**src/rtl/core/xnbhp_pkg.sv**
```systemverilog
`timescale 1ns / 1ps
// xnbhp_pkg: shared types and constants for the content-file header parser
// depends on nothing; used by every file under rtl/core

package xnbhp_pkg;

    // parse phases, one per header field position
    typedef enum logic [3:0] {
        PH_MAGIC0   = 4'd0,
        PH_MAGIC1   = 4'd1,
        PH_MAGIC2   = 4'd2,
        PH_TARGET   = 4'd3,
        PH_VERSION  = 4'd4,
        PH_FLAGS    = 4'd5,
        PH_CSIZE    = 4'd6,
        PH_USIZE    = 4'd7,
        PH_RCOUNT   = 4'd8,
        PH_NAMELEN  = 4'd9,
        PH_NAMESKIP = 4'd10,
        PH_RVERSION = 4'd11,
        PH_SHARED   = 4'd12,
        PH_DONE     = 4'd13
    } phase_t;

    // result status codes
    typedef enum logic [2:0] {
        ST_OK       = 3'd0,
        ST_MAGIC    = 3'd1,
        ST_TARGET   = 3'd2,
        ST_VERSION  = 3'd3,
        ST_TRUNC    = 3'd4,
        ST_OVERLONG = 3'd5,
        ST_NEGATIVE = 3'd6
    } status_t;

    // input transaction kinds
    typedef enum logic [1:0] {
        KIND_DATA    = 2'd0,
        KIND_END     = 2'd1,
        KIND_RESTART = 2'd2,
        KIND_NONE    = 2'd3
    } kind_t;

    // target platform codes
    localparam logic [1:0] TGT_WINDOWS = 2'd0;
    localparam logic [1:0] TGT_PHONE   = 2'd1;
    localparam logic [1:0] TGT_CONSOLE = 2'd2;

    // header byte constants
    localparam logic [7:0] CH_X        = 8'h58;
    localparam logic [7:0] CH_N        = 8'h4e;
    localparam logic [7:0] CH_B        = 8'h42;
    localparam logic [7:0] CH_W_LOWER  = 8'h77;
    localparam logic [7:0] CH_M_LOWER  = 8'h6d;
    localparam logic [7:0] CH_X_LOWER  = 8'h78;
    localparam logic [7:0] FMT_VERSION = 8'd5;

    // last varint byte position (fifth byte)
    localparam logic [2:0] VARINT_LAST = 3'd4;
    // last word byte position (fourth byte)
    localparam logic [1:0] WORD_LAST   = 2'd3;

    // stream widths
    localparam int TDATA_IN_W  = 8;
    localparam int TUSER_IN_W  = 2;
    localparam int TDATA_OUT_W = 136;
    localparam int TUSER_OUT_W = 3;
    localparam int PAYLOAD_W   = 130;

    // one parse result
    typedef struct packed {
        status_t     status;
        logic [1:0]  target;
        logic        high_def;
        logic        compressed;
        logic [31:0] csize;
        logic [31:0] usize;
        logic [30:0] reader_count;
        logic [30:0] shared_count;
    } result_t;

endpackage

```
**src/rtl/core/xnbhp_parse_core.sv**
```systemverilog
`timescale 1ns / 1ps
// xnbhp_parse_core: header parse state and the per-byte update logic
// depends on xnbhp_pkg

module xnbhp_parse_core (
    input  logic                 aclk,
    input  logic                 aresetn,
    input  logic                 step_valid,
    input  xnbhp_pkg::kind_t     step_kind,
    input  logic [7:0]           step_byte,
    output logic                 result_valid,
    output xnbhp_pkg::result_t   result
);

    xnbhp_pkg::phase_t phase_reg, phase_next;
    logic [2:0]  bif_reg, bif_next;
    logic [31:0] varint_reg, varint_next;
    logic [31:0] word_reg, word_next;
    logic [30:0] readers_reg, readers_next;
    logic [30:0] skip_reg, skip_next;
    logic [1:0]  target_reg, target_next;
    logic [1:0]  flags_reg, flags_next;
    logic [31:0] csize_reg, csize_next;
    logic [31:0] usize_reg, usize_next;
    logic [30:0] rcount_reg, rcount_next;

    logic                 emit;
    xnbhp_pkg::status_t   emit_status;
    logic [30:0]          emit_shared;
    logic [31:0]          vsum;
    logic [31:0]          wsum;
    logic [31:0]          byte_ext;

    assign byte_ext = {24'd0, step_byte};

    // varint accumulate: seven bits per byte, upper bits of the fifth dropped
    always_comb begin
        case (bif_reg)
            3'd0:    vsum = varint_reg | {25'd0, step_byte[6:0]};
            3'd1:    vsum = varint_reg | {18'd0, step_byte[6:0], 7'd0};
            3'd2:    vsum = varint_reg | {11'd0, step_byte[6:0], 14'd0};
            3'd3:    vsum = varint_reg | {4'd0, step_byte[6:0], 21'd0};
            3'd4:    vsum = varint_reg | {step_byte[3:0], 28'd0};
            default: vsum = varint_reg;
        endcase
    end

    // little-endian word accumulate
    always_comb begin
        wsum = word_reg | (byte_ext << {bif_reg[1:0], 3'b000});
    end

    // next state
    always_comb begin
        phase_next   = phase_reg;
        bif_next     = bif_reg;
        varint_next  = varint_reg;
        word_next    = word_reg;
        readers_next = readers_reg;
        skip_next    = skip_reg;
        target_next  = target_reg;
        flags_next   = flags_reg;
        csize_next   = csize_reg;
        usize_next   = usize_reg;
        rcount_next  = rcount_reg;
        emit         = 1'b0;
        emit_status  = xnbhp_pkg::ST_OK;
        emit_shared  = 31'd0;

        if (step_valid) begin
            case (step_kind)
                xnbhp_pkg::KIND_RESTART: begin
                    phase_next   = xnbhp_pkg::PH_MAGIC0;
                    bif_next     = 3'd0;
                    varint_next  = 32'd0;
                    word_next    = 32'd0;
                    readers_next = 31'd0;
                    skip_next    = 31'd0;
                    target_next  = 2'd0;
                    flags_next   = 2'd0;
                    csize_next   = 32'd0;
                    usize_next   = 32'd0;
                    rcount_next  = 31'd0;
                end
                xnbhp_pkg::KIND_END: begin
                    if (phase_reg != xnbhp_pkg::PH_DONE) begin
                        emit        = 1'b1;
                        emit_status = xnbhp_pkg::ST_TRUNC;
                    end
                end
                xnbhp_pkg::KIND_DATA: begin
                    case (phase_reg)
                        xnbhp_pkg::PH_MAGIC0: begin
                            if (step_byte != xnbhp_pkg::CH_X) begin
                                emit        = 1'b1;
                                emit_status = xnbhp_pkg::ST_MAGIC;
                            end else begin
                                phase_next = xnbhp_pkg::PH_MAGIC1;
                            end
                        end
                        xnbhp_pkg::PH_MAGIC1: begin
                            if (step_byte != xnbhp_pkg::CH_N) begin
                                emit        = 1'b1;
                                emit_status = xnbhp_pkg::ST_MAGIC;
                            end else begin
                                phase_next = xnbhp_pkg::PH_MAGIC2;
                            end
                        end
                        xnbhp_pkg::PH_MAGIC2: begin
                            if (step_byte != xnbhp_pkg::CH_B) begin
                                emit        = 1'b1;
                                emit_status = xnbhp_pkg::ST_MAGIC;
                            end else begin
                                phase_next = xnbhp_pkg::PH_TARGET;
                            end
                        end
                        xnbhp_pkg::PH_TARGET: begin
                            phase_next = xnbhp_pkg::PH_VERSION;
                            if (step_byte == xnbhp_pkg::CH_W_LOWER) begin
                                target_next = xnbhp_pkg::TGT_WINDOWS;
                            end else if (step_byte == xnbhp_pkg::CH_M_LOWER) begin
                                target_next = xnbhp_pkg::TGT_PHONE;
                            end else if (step_byte == xnbhp_pkg::CH_X_LOWER) begin
                                target_next = xnbhp_pkg::TGT_CONSOLE;
                            end else begin
                                phase_next  = phase_reg;
                                emit        = 1'b1;
                                emit_status = xnbhp_pkg::ST_TARGET;
                            end
                        end
                        xnbhp_pkg::PH_VERSION: begin
                            if (step_byte != xnbhp_pkg::FMT_VERSION) begin
                                emit        = 1'b1;
                                emit_status = xnbhp_pkg::ST_VERSION;
                            end else begin
                                phase_next = xnbhp_pkg::PH_FLAGS;
                            end
                        end
                        xnbhp_pkg::PH_FLAGS: begin
                            flags_next = {step_byte[7], step_byte[0]};
                            bif_next   = 3'd0;
                            word_next  = 32'd0;
                            phase_next = xnbhp_pkg::PH_CSIZE;
                        end
                        xnbhp_pkg::PH_CSIZE, xnbhp_pkg::PH_USIZE,
                        xnbhp_pkg::PH_RVERSION: begin
                            if (bif_reg[1:0] != xnbhp_pkg::WORD_LAST) begin
                                word_next = wsum;
                                bif_next  = {1'b0, bif_reg[1:0] + 2'd1};
                            end else begin
                                word_next = 32'd0;
                                bif_next  = 3'd0;
                                if (phase_reg == xnbhp_pkg::PH_CSIZE) begin
                                    csize_next = wsum;
                                    if (flags_reg[1]) begin
                                        phase_next = xnbhp_pkg::PH_USIZE;
                                    end else begin
                                        usize_next = wsum;
                                        phase_next = xnbhp_pkg::PH_RCOUNT;
                                    end
                                end else if (phase_reg == xnbhp_pkg::PH_USIZE) begin
                                    usize_next = wsum;
                                    phase_next = xnbhp_pkg::PH_RCOUNT;
                                end else begin
                                    readers_next = readers_reg - 31'd1;
                                    phase_next   = (readers_reg == 31'd1) ?
                                                   xnbhp_pkg::PH_SHARED :
                                                   xnbhp_pkg::PH_NAMELEN;
                                end
                            end
                        end
                        xnbhp_pkg::PH_RCOUNT, xnbhp_pkg::PH_NAMELEN,
                        xnbhp_pkg::PH_SHARED: begin
                            if (step_byte[7]) begin
                                if (bif_reg >= xnbhp_pkg::VARINT_LAST) begin
                                    emit        = 1'b1;
                                    emit_status = xnbhp_pkg::ST_OVERLONG;
                                end else begin
                                    varint_next = vsum;
                                    bif_next    = bif_reg + 3'd1;
                                end
                            end else begin
                                varint_next = 32'd0;
                                bif_next    = 3'd0;
                                if (vsum[31]) begin
                                    emit        = 1'b1;
                                    emit_status = xnbhp_pkg::ST_NEGATIVE;
                                end else if (phase_reg == xnbhp_pkg::PH_SHARED) begin
                                    emit        = 1'b1;
                                    emit_status = xnbhp_pkg::ST_OK;
                                    emit_shared = vsum[30:0];
                                end else if (phase_reg == xnbhp_pkg::PH_RCOUNT) begin
                                    rcount_next  = vsum[30:0];
                                    readers_next = vsum[30:0];
                                    phase_next   = (vsum[30:0] == 31'd0) ?
                                                   xnbhp_pkg::PH_SHARED :
                                                   xnbhp_pkg::PH_NAMELEN;
                                end else begin
                                    skip_next  = vsum[30:0];
                                    phase_next = (vsum[30:0] == 31'd0) ?
                                                 xnbhp_pkg::PH_RVERSION :
                                                 xnbhp_pkg::PH_NAMESKIP;
                                end
                            end
                        end
                        xnbhp_pkg::PH_NAMESKIP: begin
                            skip_next = skip_reg - 31'd1;
                            if (skip_reg == 31'd1) begin
                                phase_next = xnbhp_pkg::PH_RVERSION;
                            end
                        end
                        xnbhp_pkg::PH_DONE: begin
                            phase_next = xnbhp_pkg::PH_DONE;
                        end
                        default: begin
                            phase_next = xnbhp_pkg::PH_DONE;
                        end
                    endcase
                end
                default: begin
                    phase_next = phase_reg;
                end
            endcase

            // any result closes the header
            if (emit) begin
                phase_next = xnbhp_pkg::PH_DONE;
            end
        end
    end

    // result fields
    always_comb begin
        result_valid        = emit;
        result.status       = emit_status;
        result.target       = target_reg;
        result.high_def     = flags_reg[0];
        result.compressed   = flags_reg[1];
        result.csize        = csize_reg;
        result.usize        = usize_reg;
        result.reader_count = rcount_reg;
        result.shared_count = emit_shared;
    end

    // parse state registers
    always_ff @(posedge aclk) begin
        if (!aresetn) begin
            phase_reg   <= xnbhp_pkg::PH_MAGIC0;
            bif_reg     <= 3'd0;
            varint_reg  <= 32'd0;
            word_reg    <= 32'd0;
            readers_reg <= 31'd0;
            skip_reg    <= 31'd0;
            target_reg  <= 2'd0;
            flags_reg   <= 2'd0;
            csize_reg   <= 32'd0;
            usize_reg   <= 32'd0;
            rcount_reg  <= 31'd0;
        end else begin
            phase_reg   <= phase_next;
            bif_reg     <= bif_next;
            varint_reg  <= varint_next;
            word_reg    <= word_next;
            readers_reg <= readers_next;
            skip_reg    <= skip_next;
            target_reg  <= target_next;
            flags_reg   <= flags_next;
            csize_reg   <= csize_next;
            usize_reg   <= usize_next;
            rcount_reg  <= rcount_next;
        end
    end

endmodule

```
**src/rtl/core/xnb_header_parser.sv**
```systemverilog
`timescale 1ns / 1ps
// xnb_header_parser: top level, input register, parse core and result register
// depends on xnbhp_pkg and xnbhp_parse_core
//
// Usage:
//   Slave channel s_*: one transaction per stream byte. s_tdata[7:0] holds the
//   byte, s_tuser[1:0] the kind (data byte, end of stream, restart, or an
//   unused code that is ignored). A restart clears the parser for a new file.
//   Master channel m_*: at most one transaction per file carrying the status
//   in m_tuser and the parsed header fields in m_tdata. After that result the
//   parser ignores bytes until a restart.
//   Path: the transaction that causes a result passes the input register and
//   then the result register before the result shows on m_tvalid.
//   Throughput: one transaction per cycle while no result is stalled, set by
//   the combinational update of the parse state between the two registers.
//   Reset (aresetn low, synchronous) empties both registers and returns the
//   parser to the first magic byte.
//   When the receiver stalls with a result pending, the result holds and the
//   parser does not step; the input register keeps its transaction, and once
//   it is full s_tready stays low until m_tready returns.

module xnb_header_parser (
    input  logic                                aclk,
    input  logic                                aresetn,
    input  logic                                s_tvalid,
    output logic                                s_tready,
    // [7:0] byte_value
    input  logic [xnbhp_pkg::TDATA_IN_W-1:0]    s_tdata,
    // [1:0] kind
    input  logic [xnbhp_pkg::TUSER_IN_W-1:0]    s_tuser,
    output logic                                m_tvalid,
    input  logic                                m_tready,
    // [1:0] target_platform, [2] high_def, [3] is_compressed,
    // [35:4] compressed_size, [67:36] uncompressed_size,
    // [98:68] reader_count, [129:99] shared_count, [135:130] zero
    output logic [xnbhp_pkg::TDATA_OUT_W-1:0]   m_tdata,
    // [2:0] status
    output logic [xnbhp_pkg::TUSER_OUT_W-1:0]   m_tuser
);

    logic                 in_valid_reg, in_valid_next;
    xnbhp_pkg::kind_t     in_kind_reg, in_kind_next;
    logic [7:0]           in_byte_reg, in_byte_next;
    logic                 out_valid_reg, out_valid_next;
    xnbhp_pkg::result_t   out_data_reg, out_data_next;

    logic                 advance;
    logic                 step_valid;
    logic                 core_valid;
    xnbhp_pkg::result_t   core_result;

    // the parser steps whenever a result could be stored
    assign advance    = !out_valid_reg || m_tready;
    assign step_valid = in_valid_reg && advance;
    assign s_tready   = !in_valid_reg || advance;

    xnbhp_parse_core u_core (
        .aclk         (aclk),
        .aresetn      (aresetn),
        .step_valid   (step_valid),
        .step_kind    (in_kind_reg),
        .step_byte    (in_byte_reg),
        .result_valid (core_valid),
        .result       (core_result)
    );

    // input register
    always_comb begin
        in_valid_next = in_valid_reg;
        in_kind_next  = in_kind_reg;
        in_byte_next  = in_byte_reg;
        if (s_tready) begin
            in_valid_next = s_tvalid;
        end
        if (s_tvalid && s_tready) begin
            in_kind_next = xnbhp_pkg::kind_t'(s_tuser[1:0]);
            in_byte_next = s_tdata[7:0];
        end
    end

    // result register
    always_comb begin
        out_valid_next = out_valid_reg;
        out_data_next  = out_data_reg;
        if (advance) begin
            out_valid_next = step_valid && core_valid;
        end
        if (step_valid && core_valid) begin
            out_data_next = core_result;
        end
    end

    always_ff @(posedge aclk) begin
        if (!aresetn) begin
            in_valid_reg  <= 1'b0;
            out_valid_reg <= 1'b0;
        end else begin
            in_valid_reg  <= in_valid_next;
            out_valid_reg <= out_valid_next;
        end
    end

    always_ff @(posedge aclk) begin
        in_kind_reg  <= in_kind_next;
        in_byte_reg  <= in_byte_next;
        out_data_reg <= out_data_next;
    end

    // master channel packing
    assign m_tvalid = out_valid_reg;
    assign m_tuser  = out_data_reg.status;
    assign m_tdata  = {{(xnbhp_pkg::TDATA_OUT_W - xnbhp_pkg::PAYLOAD_W){1'b0}},
                       out_data_reg.shared_count,
                       out_data_reg.reader_count,
                       out_data_reg.usize,
                       out_data_reg.csize,
                       out_data_reg.compressed,
                       out_data_reg.high_def,
                       out_data_reg.target};

endmodule

```
**config.mk**
```make
export PLATFORM = sky130hd
export DESIGN_NAME = xnb_header_parser
export DESIGN_NICKNAME = d
export VERILOG_FILES = /design/src/rtl/core/xnbhp_pkg.sv /design/src/rtl/core/xnbhp_parse_core.sv /design/src/rtl/core/xnb_header_parser.sv
export SDC_FILE = /design/constraint.sdc
export NUM_CORES = 1
export LEC_CHECK = 0
export ABC_AREA = 1
export BUFFER_PORTS_ARGS = -buffer_cell sky130_fd_sc_hd__buf_2
export CAP_MARGIN = 0
export CORE_MARGIN = 1
export CORE_UTILIZATION = 40
export CTS_CLUSTER_DIAMETER = 30
export DETAILED_ROUTE_END_ITERATION = 10
export SLEW_MARGIN = 20
export SYNTH_ARGS = -nofsm -noshare
export SYNTH_HDL_FRONTEND = slang
export SYNTH_SLANG_ARGS = --single-unit
```
**constraint.sdc**
```tcl
create_clock -name aclk -period 11.1 [get_ports aclk]
set_input_delay 0 -clock aclk [delete_from_list [all_inputs] [get_ports aclk]]
set_output_delay 0 -clock aclk [all_outputs]
set_load 0.02 [all_outputs]
```
Word-level counts from Yosys, hierarchy flattened

Cells that the tools add are included.

Input port bits: 14
Output and inout port bits: 141
Bits in registers: 377
Logic and storage cells: 230

Mux-type cells: 98
Magnitude comparators: 1
Equality and inequality tests: 66
$add $sub $neg: 4
Bitwise gates (word level): 10
Reductions and logical operators: 27
Shifts and indexed selects: 1

Operators by type and width:

| kind                  | number |
|---|---|
| $mux 32               | 12 |
| $mux 31               | 12 |
| $pmux 32 s2           | 5 |
| $pmux 31 s2           | 5 |
| $pmux 32 s5           | 1 |
| $mux 4                | 17 |
| $or 32x32->32         | 2 |
| $eq 31x1->1 const B   | 2 |
| $sub 31x1->31 const B | 2 |
| $ne 4x4->1 const B    | 10 |
| $pmux 4 s9            | 1 |
| $ne 3x3->1 const B    | 11 |
| $or 32x14->32         | 1 |
| $or 32x21->32         | 1 |
| $or 32x28->32         | 1 |
| $or 32x7->32          | 1 |
| $shl 8x5->32          | 1 |
| $logic_not 31->1      | 1 |
| $mux 3                | 10 |
| $eq 8x7->1 const B    | 3 |
| $ne 8x7->1 const B    | 3 |
| $eq 4x4->1 const B    | 5 |
| $mux 1                | 18 |
| $ne 2x2->1 const B    | 9 |
| other kinds (45)      | 73 |

Logic depth before layout (Yosys ltp)

Gate-level depths: netlist (run 1).

Depth after elaboration: 11
Depth in mapped cells: 18

By module

Synthesis (run 1) repeated with hierarchy kept, for this count alone.

Cells, all modules: 2061
Area, all modules: 16679.7 um^2

By module, submodules not included:

| module            | instances | sequential area each (um^2) | area each (um^2) | cells each |
|---|---|---|---|---|
| xnbhp_parse_core  | 1         | 4644.5                      | 12229.2          | 1894 |
| xnb_header_parser | 1         | 4334.2                      | 4450.5           | 167 |

Least setup slack after synthesis (run 1)

OpenSTA, ideal clock, no wires.

Path kind: flip-flop to flip-flop
Start point: register u_core.bif_reg[1]
End point: register out_data_reg, in the netlist m_tdata[0] (enable)
Stages on the path, launching flop included: 16
Clock period less this slack: 5.121 ns
Path slack: 5.979 ns
Data required time: 10.614 ns
Data arrival time: 4.635 ns
Library setup time: 0.486 ns
Cell sequence: dfxtp_1 > clkbuf_1 > clkinv_1 > clkbuf_1 > ha_1 > nor2_1 > nand3_2 > nand2_1 > nand2_1 > nand4_1 > nand2_1 > nand2_1 > nand2_1 > nand2_2 > nand2_1 > inv_1

Word-level cells in the longest chain between the ends: 9
Elaborated cells on any way between the ends: 15
Those cells by class: 1 x order compare; 4 x eq/ne; 8 x mux; 2 x reduce/logical

RTL lines:

| element                            | RTL line                 | source |
|---|---|---|
| start, declared                    | xnbhp_parse_core.sv:16   | `logic [2:0] bif_reg, bif_next;` |
| start signal, assigned             | xnbhp_parse_core.sv:261  | `bif_reg <= bif_next;` |
| $eq 3x3->1 (tied with other cells) | xnbhp_parse_core.sv:38   | `case (bif_reg)` |
| $pmux 32 s5                        | xnbhp_parse_core.sv:38   |  |
| $mux 1                             | xnbhp_parse_core.sv:185  | `if (vsum[31]) begin` |
| $mux 1 (*)                         | xnbhp_parse_core.sv:174  | `if (step_byte[7]) begin` |
| $pmux 1 s6 (*)                     | xnbhp_parse_core.sv:92   | `case (phase_reg)` |
| $pmux 1 s2 (*)                     | xnbhp_parse_core.sv:71   | `case (step_kind)` |
| $mux 1 (*) (2 in series)           | xnbhp_parse_core.sv:70   | `if (step_valid) begin` |
| $logic_and 1x1->1 (*)              | xnb_header_parser.sv:88  | `if (step_valid && core_valid) begin` |
| end signal, assigned               | xnb_header_parser.sv:106 | `out_data_reg <= out_data_next;` |
| end, declared                      | xnb_header_parser.sv:45  | `xnbhp_pkg::result_t out_data_reg, out_data_next;` |

Mark *: on every way between the ends. The rest lies on a longest branch, timed or not. The select of a mux whose other input is x is not followed.
A chain may end at the register's enable or synchronous reset.

Final worst setup path (run 1)

Start point: register u_core.bif_reg[1]
End point: register u_core.skip_reg[4]

Word-level cells in the longest chain between the ends: 8
Elaborated cells on any way between the ends: 14
Those cells by class: 5 x eq/ne; 7 x mux; 2 x reduce/logical

RTL lines:

| element                            | RTL line                | source |
|---|---|---|
| $eq 3x3->1 (tied with other cells) | xnbhp_parse_core.sv:38  |  |
| $pmux 32 s5 (*)                    | xnbhp_parse_core.sv:38  |  |
| $mux 31                            | xnbhp_parse_core.sv:192 | `end else if (phase_reg == xnbhp_pkg::PH_RCOUNT) begin` |
| $mux 31                            | xnbhp_parse_core.sv:188 | `end else if (phase_reg == xnbhp_pkg::PH_SHARED) begin` |
| $mux 31                            | xnbhp_parse_core.sv:185 |  |
| $mux 31                            | xnbhp_parse_core.sv:174 |  |
| $pmux 31 s2                        | xnbhp_parse_core.sv:92  |  |
| $pmux 31 s2                        | xnbhp_parse_core.sv:71  |  |
| end signal, assigned               | xnbhp_parse_core.sv:265 | `skip_reg <= skip_next;` |
| end, declared                      | xnbhp_parse_core.sv:20  | `logic [30:0] skip_reg, skip_next;` |

Marked as above.

==> flow_metrics.env, run 1 <==
export IMPL_status="completed"
export IMPL_ant_nets=0
export IMPL_cpMostUsedCell="a21oi_1"
export IMPL_r2r_end="u_core.skip_reg[4]"
export IMPL_clkSinkCount=377
export IMPL_rows=74
export IMPL_p_sw_mw=1.10
export IMPL_holdPathStages=2
export IMPL_drive_gt1_frac=0.178
export IMPL_syn2layout_area_growth_pct=25.1
export IMPL_r2r_cells=11
export IMPL_io_pins=155
export IMPL_post_route_util=0.509
export IMPL_ys_ff_latch=377
export IMPL_fp_dieArea_um2=42300
export IMPL_synth_warnings=0
export IMPL_htreeDepth=3
export IMPL_start_kind="flop"
export IMPL_crit_required_ns=11.60
export IMPL_vias_per_cell=5.27
export IMPL_grt_ovfl_total=0
export IMPL_clkLatencyLatePin_ns=0.59
export IMPL_final_common_cell="nor2_1"
export IMPL_register_area_um2=8980
export IMPL_diodes=0
export IMPL_largest_reg_flops=130
export IMPL_io_buffer_count=148
export IMPL_final_cell_mix="nor2_1 (319), nand2_1 (276), dfxtp_1 (234), o21ai_0 (177), inv_1 (174)"
export IMPL_die_w_um=206
export IMPL_yosys_cell_types_count=61
export IMPL_clk_path_buf_depth=3
export IMPL_yosysSeqAreaShare=0.541
export IMPL_num_vias=14416
export IMPL_path_clk_slew_ns=0.05
export IMPL_slew_limit_headroom=0.296
export IMPL_grt_pass1_vias=13780
export IMPL_cp_data_arrival_time_ns=5.39
export IMPL_root_buffer="clkbuf_16"
export IMPL_swShare=0.252
export IMPL_grt_pass1_wl_um=76100
export IMPL_fmax_mhz=205
export IMPL_antenna_found_initial=2
export IMPL_min_period_ns=4.89
export IMPL_multiInputGateArea_um2=6430
export IMPL_cpPeakStageDelay_ns=0.92
export IMPL_drc_errors=0
export IMPL_synth_main_ff_cell="dfxtp_1"
export IMPL_fillCellCount=3769
export IMPL_synth_top_area_cell="dfxtp_1"
export IMPL_firstDrtPassIters=6
export IMPL_power_density_nw_per_um2=210
export IMPL_finalMaxSlewViolations=0
export IMPL_fin_crit_sh=0.440
export IMPL_initial_core_util=0.406
export IMPL_synthArstFlopShare=0
export IMPL_power_frac_clock=0.572
export IMPL_finalWorstSetupSlack_ns=6.21
export IMPL_fin_skew_ns=0.0239
export IMPL_p_total_mw=4.36
export IMPL_r2r_setup_slack_ns=6.21
export IMPL_end_kind="flop"
export IMPL_total_leakage_power_nw=8.18
export IMPL_hold_path_class="in -> reg"
export IMPL_p_int_mw=3.26
export IMPL_cap_violations=0
export IMPL_cp_num_buf_inv=1
export IMPL_syn_area_um2=16600
export IMPL_rsz0062_at_grt="false"
export IMPL_fp_dieH_um=206
export IMPL_setup_viol=0
export IMPL_tns_ns=0
export IMPL_p_seq_frac=0.349
export IMPL_place_gp_congestion=0.938
export IMPL_synth_edf_count=143
export IMPL_nets=2160
export IMPL_crit_path_top_delay_cell="nor2_4"
export IMPL_critPathKind="reg -> reg"
export IMPL_hpwl_um=33200
export IMPL_cts_resized_gates=0
export IMPL_path_max_fanout=41
export IMPL_track_usage=0.232
export IMPL_hold_viol=0
export IMPL_worstHoldStart="s_tdata[7]"
export IMPL_drt_iter0_markers=1298
export IMPL_min_to="in_byte_reg[7]"
export IMPL_avgSynthCellArea_um2=8.43
export IMPL_dpl_worst_slack_ns=6.23
export IMPL_syn_inst=1968
export IMPL_path_cells="clkinv_1 > ha_1 > nand2_1 > a21oi_1 > nor2_2 > nand2_2 > a21oi_4 > nand3_2 > nor2_4 > o211ai_1 > a21oi_1"
export IMPL_core_um2=40800
export IMPL_yosysTopAreaCellShare=0.282
export IMPL_r2r_start="u_core.bif_reg[1]"
export IMPL_tightestPinTransition_ns=1.06
export IMPL_netlist_top_cells_area="dfxtp_1 (28%), edfxtp_1 (26%), nor2_1 (7.2%)"
export IMPL_grt_max_degree=89
export IMPL_wl_per_cell_um=18.0
export IMPL_cts_tree="done"
export IMPL_power_frac_comb=0.079
export IMPL_cts_inserted_buffers=84
export IMPL_path_delay_family="simple AND/OR/NAND/NOR gates"
export IMPL_routed_wl_um=49300
export IMPL_vdd_drop_max_uv=114
[repair_timing]
item / 4_1_cts / 5_1_grt
endpoints found under the setup margin: 0 / 0
hold endpoints to repair: 62 / 0
hold buffers: 15 / 0
setup buffers: 0 / 0
[worst max-delay path by stage]
stage / startpoint / endpoint / depth (start not counted)
CTS: u_core.bif_reg[1] / m_tdata[125] / 14
global route: u_core.bif_reg[1] / u_core.skip_reg[4] / 11
floorplan: u_core.bif_reg[1] / m_tdata[0] / 15
global placement: u_core.bif_reg[1] / m_tdata[129] / 14
finish: u_core.bif_reg[1] / u_core.skip_reg[4] / 11
detailed placement: u_core.bif_reg[1] / m_tdata[125] / 14
[worst register-to-register path: cells and delay by family, from the launching register on]
kind	cells	cell delay, ns
adders and majority gates	1	0.47
DFF	1	0.82
AOI/OAI and AO/OA	4	0.66
buffers and inverters	1	0.75
and+or+nand+nor	5	2.12
[area by class of cell]
type	instances	share of cell area
multi-input combinational	1292	0.310
clock inverter	58	0.0295
clock buffer	98	0.110
inverter	200	0.0365
tap	532	0.0321
timing repair buffer	181	0.0497
sequential	377	0.432
[cells by family after synthesis]
group / Yosys count / synth area share
adders and majority gates: 10 / 0.00754
DFF: 377 / 0.541
AOI/OAI and AO/OA: 513 / 0.177
buffers and inverters: 304 / 0.0740
other: 1 / 0.000226
xor gates and xnor gates: 24 / 0.0127
and+or+nand+nor: 739 / 0.187
[Yosys cell counts (2+ instances only)]
cell	instances
o221ai_2	3
nand4_1	24
o22ai_1	5
dfxtp_1	234
buf_4	11
o211ai_1	19
o31ai_1	10
o21ai_0	180
a41oi_1	2
nor4_1	6
nand2_1	276
a31oi_1	13
clkinv_1	2
clkbuf_1	68
xnor2_1	12
nor2_1	319
nand3b_1	3
nand2_2	7
or2_2	7
a211oi_2	4
a31o_2	8
inv_2	19
edfxtp_1	143
nor2_4	7
buf_2	22
nand3_2	2
buf_6	2
xor2_1	12
a211oi_1	11
a21oi_1	167
o21bai_1	22
nor2_2	8
o221ai_1	2
a22oi_1	7
o21ai_1	45
nand3_1	56
nor3_1	17
inv_1	177
ha_1	10
o21a_1	5
[layer usage]
metal / vias to the layer above / GRT usage / part of all wire
li1: 6987 / - / -
met1: 6803 / 0.308 / 0.44
met2: 519 / 0.361 / 0.45
met3: 107 / 0.0504 / 0.076
met4: 0 / 0.101 / 0.033
met5: - / 0 / 0
[metrics by stage]
step                      std cells  area [um2]  hold WS [ns]
after floorplan                1973       16600        0.0989
after global placement         2567       17700         0.182
after detailed placement       2567       17700         0.184
after CTS                      2738       20800         0.119
after global routing           2738       20800         0.139
final                          2738       20800         0.135
[power by group through the flow]
stage	registers, mW	clock network (mW)	logic [mW]
after floorplan	1.56	0	0.225
after global placement	1.54	0	0.335
after detailed placement	1.54	0	0.337
after CTS	1.52	2.52	0.343
after global routing	1.52	2.60	0.383
final	1.52	2.49	0.345
No activity file was read; power rests on OpenSTA's default activity.
==> run 2, diff against run 1 <==
- ABC_AREA: 1 -> 0
- clock period: 11.1 -> 4.2 ns (I/O delays scaled with it)
==> flow_metrics.env, run 2 <==
export IMPL_status="completed"
export IMPL_routed_wl_um=47100
export IMPL_crit_required_ns=4.67
export IMPL_p_total_mw=10.9
export IMPL_yosys_area_share_simple=0.203
export IMPL_largest_reg_flops=130
export IMPL_synth_mux_area_fraction=0.00263
export IMPL_cap_violations=0
export IMPL_final_common_cell="a21oi_1"
export IMPL_synth_top_area_cell="dfxtp_1"
export IMPL_tns_ns=0
export IMPL_antenna_found_initial=0
export IMPL_hold_viol=0
export IMPL_start_kind="flop"
export IMPL_synth_main_ff_cell="dfxtp_1"
export IMPL_finalMaxSlewViolations=0
export IMPL_path_max_fanout=7
export IMPL_postCtsSetupBuffers=0
export IMPL_grt_pass1_wl_um=72400
export IMPL_yosysMostFrequentCell="a21oi_1"
export IMPL_post_route_util=0.522
export IMPL_syn_area_um2=15700
export IMPL_synthTopCellsByCount="a21oi_1 (306), nor2_1 (256), dfxtp_1 (234), nand2_1 (224), edfxtp_1 (143)"
export IMPL_synthArstFlopShare=0
export IMPL_root_buffer="clkbuf_16"
export IMPL_grtUsageMet2=0.352
export IMPL_busiest_layer="met2"
export IMPL_synthAdderAreaFrac=0.00797
export IMPL_cts_inserted_buffers=83
export IMPL_yosysTopAreaCellShare=0.298
export IMPL_netlist_top_cells_area="dfxtp_1 (30%), edfxtp_1 (27%), a21oi_1 (9.8%)"
export IMPL_finalWorstSetupSlack_ns=0.481
export IMPL_fp_dieArea_um2=40000
export IMPL_vdd_drop_max_uv=306
export IMPL_fin_skew_ns=0.0332
export IMPL_slew_limit_headroom=0.335
export IMPL_power_density_nw_per_um2=539
export IMPL_post_route_cell_area_um2=20200
export IMPL_rsz0062_at_grt="false"
export IMPL_ys_ff_latch=377
export IMPL_nets=1965
export IMPL_drt_iter0_markers=1423
export IMPL_wl_per_cell_um=18.6
export IMPL_synth_edf_count=143
export IMPL_grt_pass1_vias=12918
export IMPL_tightestPinTransition_ns=0.997
export IMPL_ant_nets=0
export IMPL_fmax_mhz=269
export IMPL_die_w_um=200
export IMPL_htreeDepth=3
export IMPL_track_usage=0.235
export IMPL_r2r_cells=14
export IMPL_cp_data_arrival_time_ns=4.19
export IMPL_path_clk_slew_ns=0.05
export IMPL_syn2layout_area_growth_pct=28.6
export IMPL_final_cell_mix="a21oi_1 (305), nor2_1 (256), dfxtp_1 (234), nand2_1 (224), buf_2 (148)"
export IMPL_hold_path_class="in -> reg"
export IMPL_syn_inst=1745
export IMPL_yosys_cell_types_count=76
export IMPL_synth_top_family_by_area="simple AND/OR/NAND/NOR gates"
export IMPL_synth_compound_area_share=0.171
export IMPL_holdPathStages=2
export IMPL_setup_viol=0
export IMPL_hpwl_um=31000
export IMPL_instances_no_fill=2529
export IMPL_use_met1=0.323
export IMPL_cts_tree="done"
export IMPL_end_kind="flop"
export IMPL_io_buffer_count=148
export IMPL_post_place_cells=2360
export IMPL_synth_warnings=0
export IMPL_io_pins=155
export IMPL_met3_usage=0.0548
export IMPL_vias_per_cell=5.51
export IMPL_dpl_worst_slack_ns=0.540
export IMPL_fin_crit_sh=0.885
export IMPL_place_gp_congestion=0.915
export IMPL_total_leakage_power_nw=7.39
export IMPL_whs_ns=0.142
export IMPL_synth_xor_area_share=0.00558
export IMPL_place_area_um2=17200
export IMPL_diodes=0
export IMPL_min_period_ns=3.72
export IMPL_critPathKind="reg -> reg"
export IMPL_num_vias=13934
export IMPL_core_um2=38600
export IMPL_avgSynthCellArea_um2=8.99
export IMPL_yosysSeqAreaShare=0.572
export IMPL_clkSinkCount=377
export IMPL_fp_dieH_um=200
export IMPL_drc_errors=0
export IMPL_drive_gt1_frac=0.195
export IMPL_firstDrtPassIters=6
export IMPL_initial_core_util=0.406
export IMPL_clkLatencyLatePin_ns=0.60
export IMPL_rows=72
export IMPL_grt_max_degree=83
export IMPL_clk_path_buf_depth=3
export IMPL_grt_ovfl_total=0
[run 2: cell types whose count changed in the layout (fill, tap and decap cells not counted), moves of 49 or more]
cell     change
o21ai_0     -86
a21oi_1    +138
buf_4       +49
nor2_1      -63
nand2_1     -52
inv_1      -157
nor3_1      +81
[run 2: path summary, 6_finish.rpt]
path	from	endpoint	slack [ns]
min reg2reg	u_core.csize_reg[24]	m_tdata[28]	0.43
min	s_tuser[0]	in_kind_reg[0]	0.14
max	u_core.bif_reg[0]	u_core.phase_reg[0]	0.48
max reg2reg	u_core.bif_reg[0]	u_core.phase_reg[0]	0.48
[run 2: worst max-delay path, cell delays in order, from the launching register on]
cell,delay (ns)
dfxtp_1,0.36
ha_1,0.29
ha_1,0.31
a21oi_1,0.45
and4_1,0.25
nand4_1,0.09
or4_1,0.51
nor4_1,0.40
buf_4,0.19
ha_1,0.22
nand2_1,0.06
a22o_1,0.14
a21oi_1,0.06
o21ai_0,0.17
mux2i_1,0.09
[run 2: cell type report]
type / count / area [um2]
multi-input combinational: 1227 / 6180
clock inverter: 66 / 666
sequential: 377 / 8980
tap: 518 / 648
clock buffer: 89 / 2170
timing repair buffer: 233 / 1460
fill: 3486 / 18500
inverter: 19 / 73.8
[run 2: metal layers]
layer | up-vias | share of wire
li1 | 6619 | -
met1 | 6623 | 0.44
met2 | 579 | 0.45
met3 | 113 | 0.077
met4 | 0 | 0.035
met5 | - | 0
[run 2: cells by family (layout without fill, tap and decap cells)]
kind of cell             count (synthesis)  in the layout
multiplexers                             4              4
adder cells (fa/ha/maj)                 10             10
AND/OR/NAND/NOR                        708            708
other                                    1              6
flip-flops                             377            377
buffers and inverters                  146            407
XOR/XNOR                                10             10
AO/OA/AOI/OAI                          489            489
[run 2: power breakdown]
| part | internal, mW | switching [mW] |
|---|---|---|
| registers | 3.85 | 0.0379 |
| clock network | 4.19 | 2.23 |
| logic | 0.164 | 0.395 |
[run 2: timing repair]
item                       in CTS  in global routing
setup endpoints to repair       0                  0
hold endpoints to repair       24                  0
hold buffers                   14                  0
gates resized for setup         0                  0
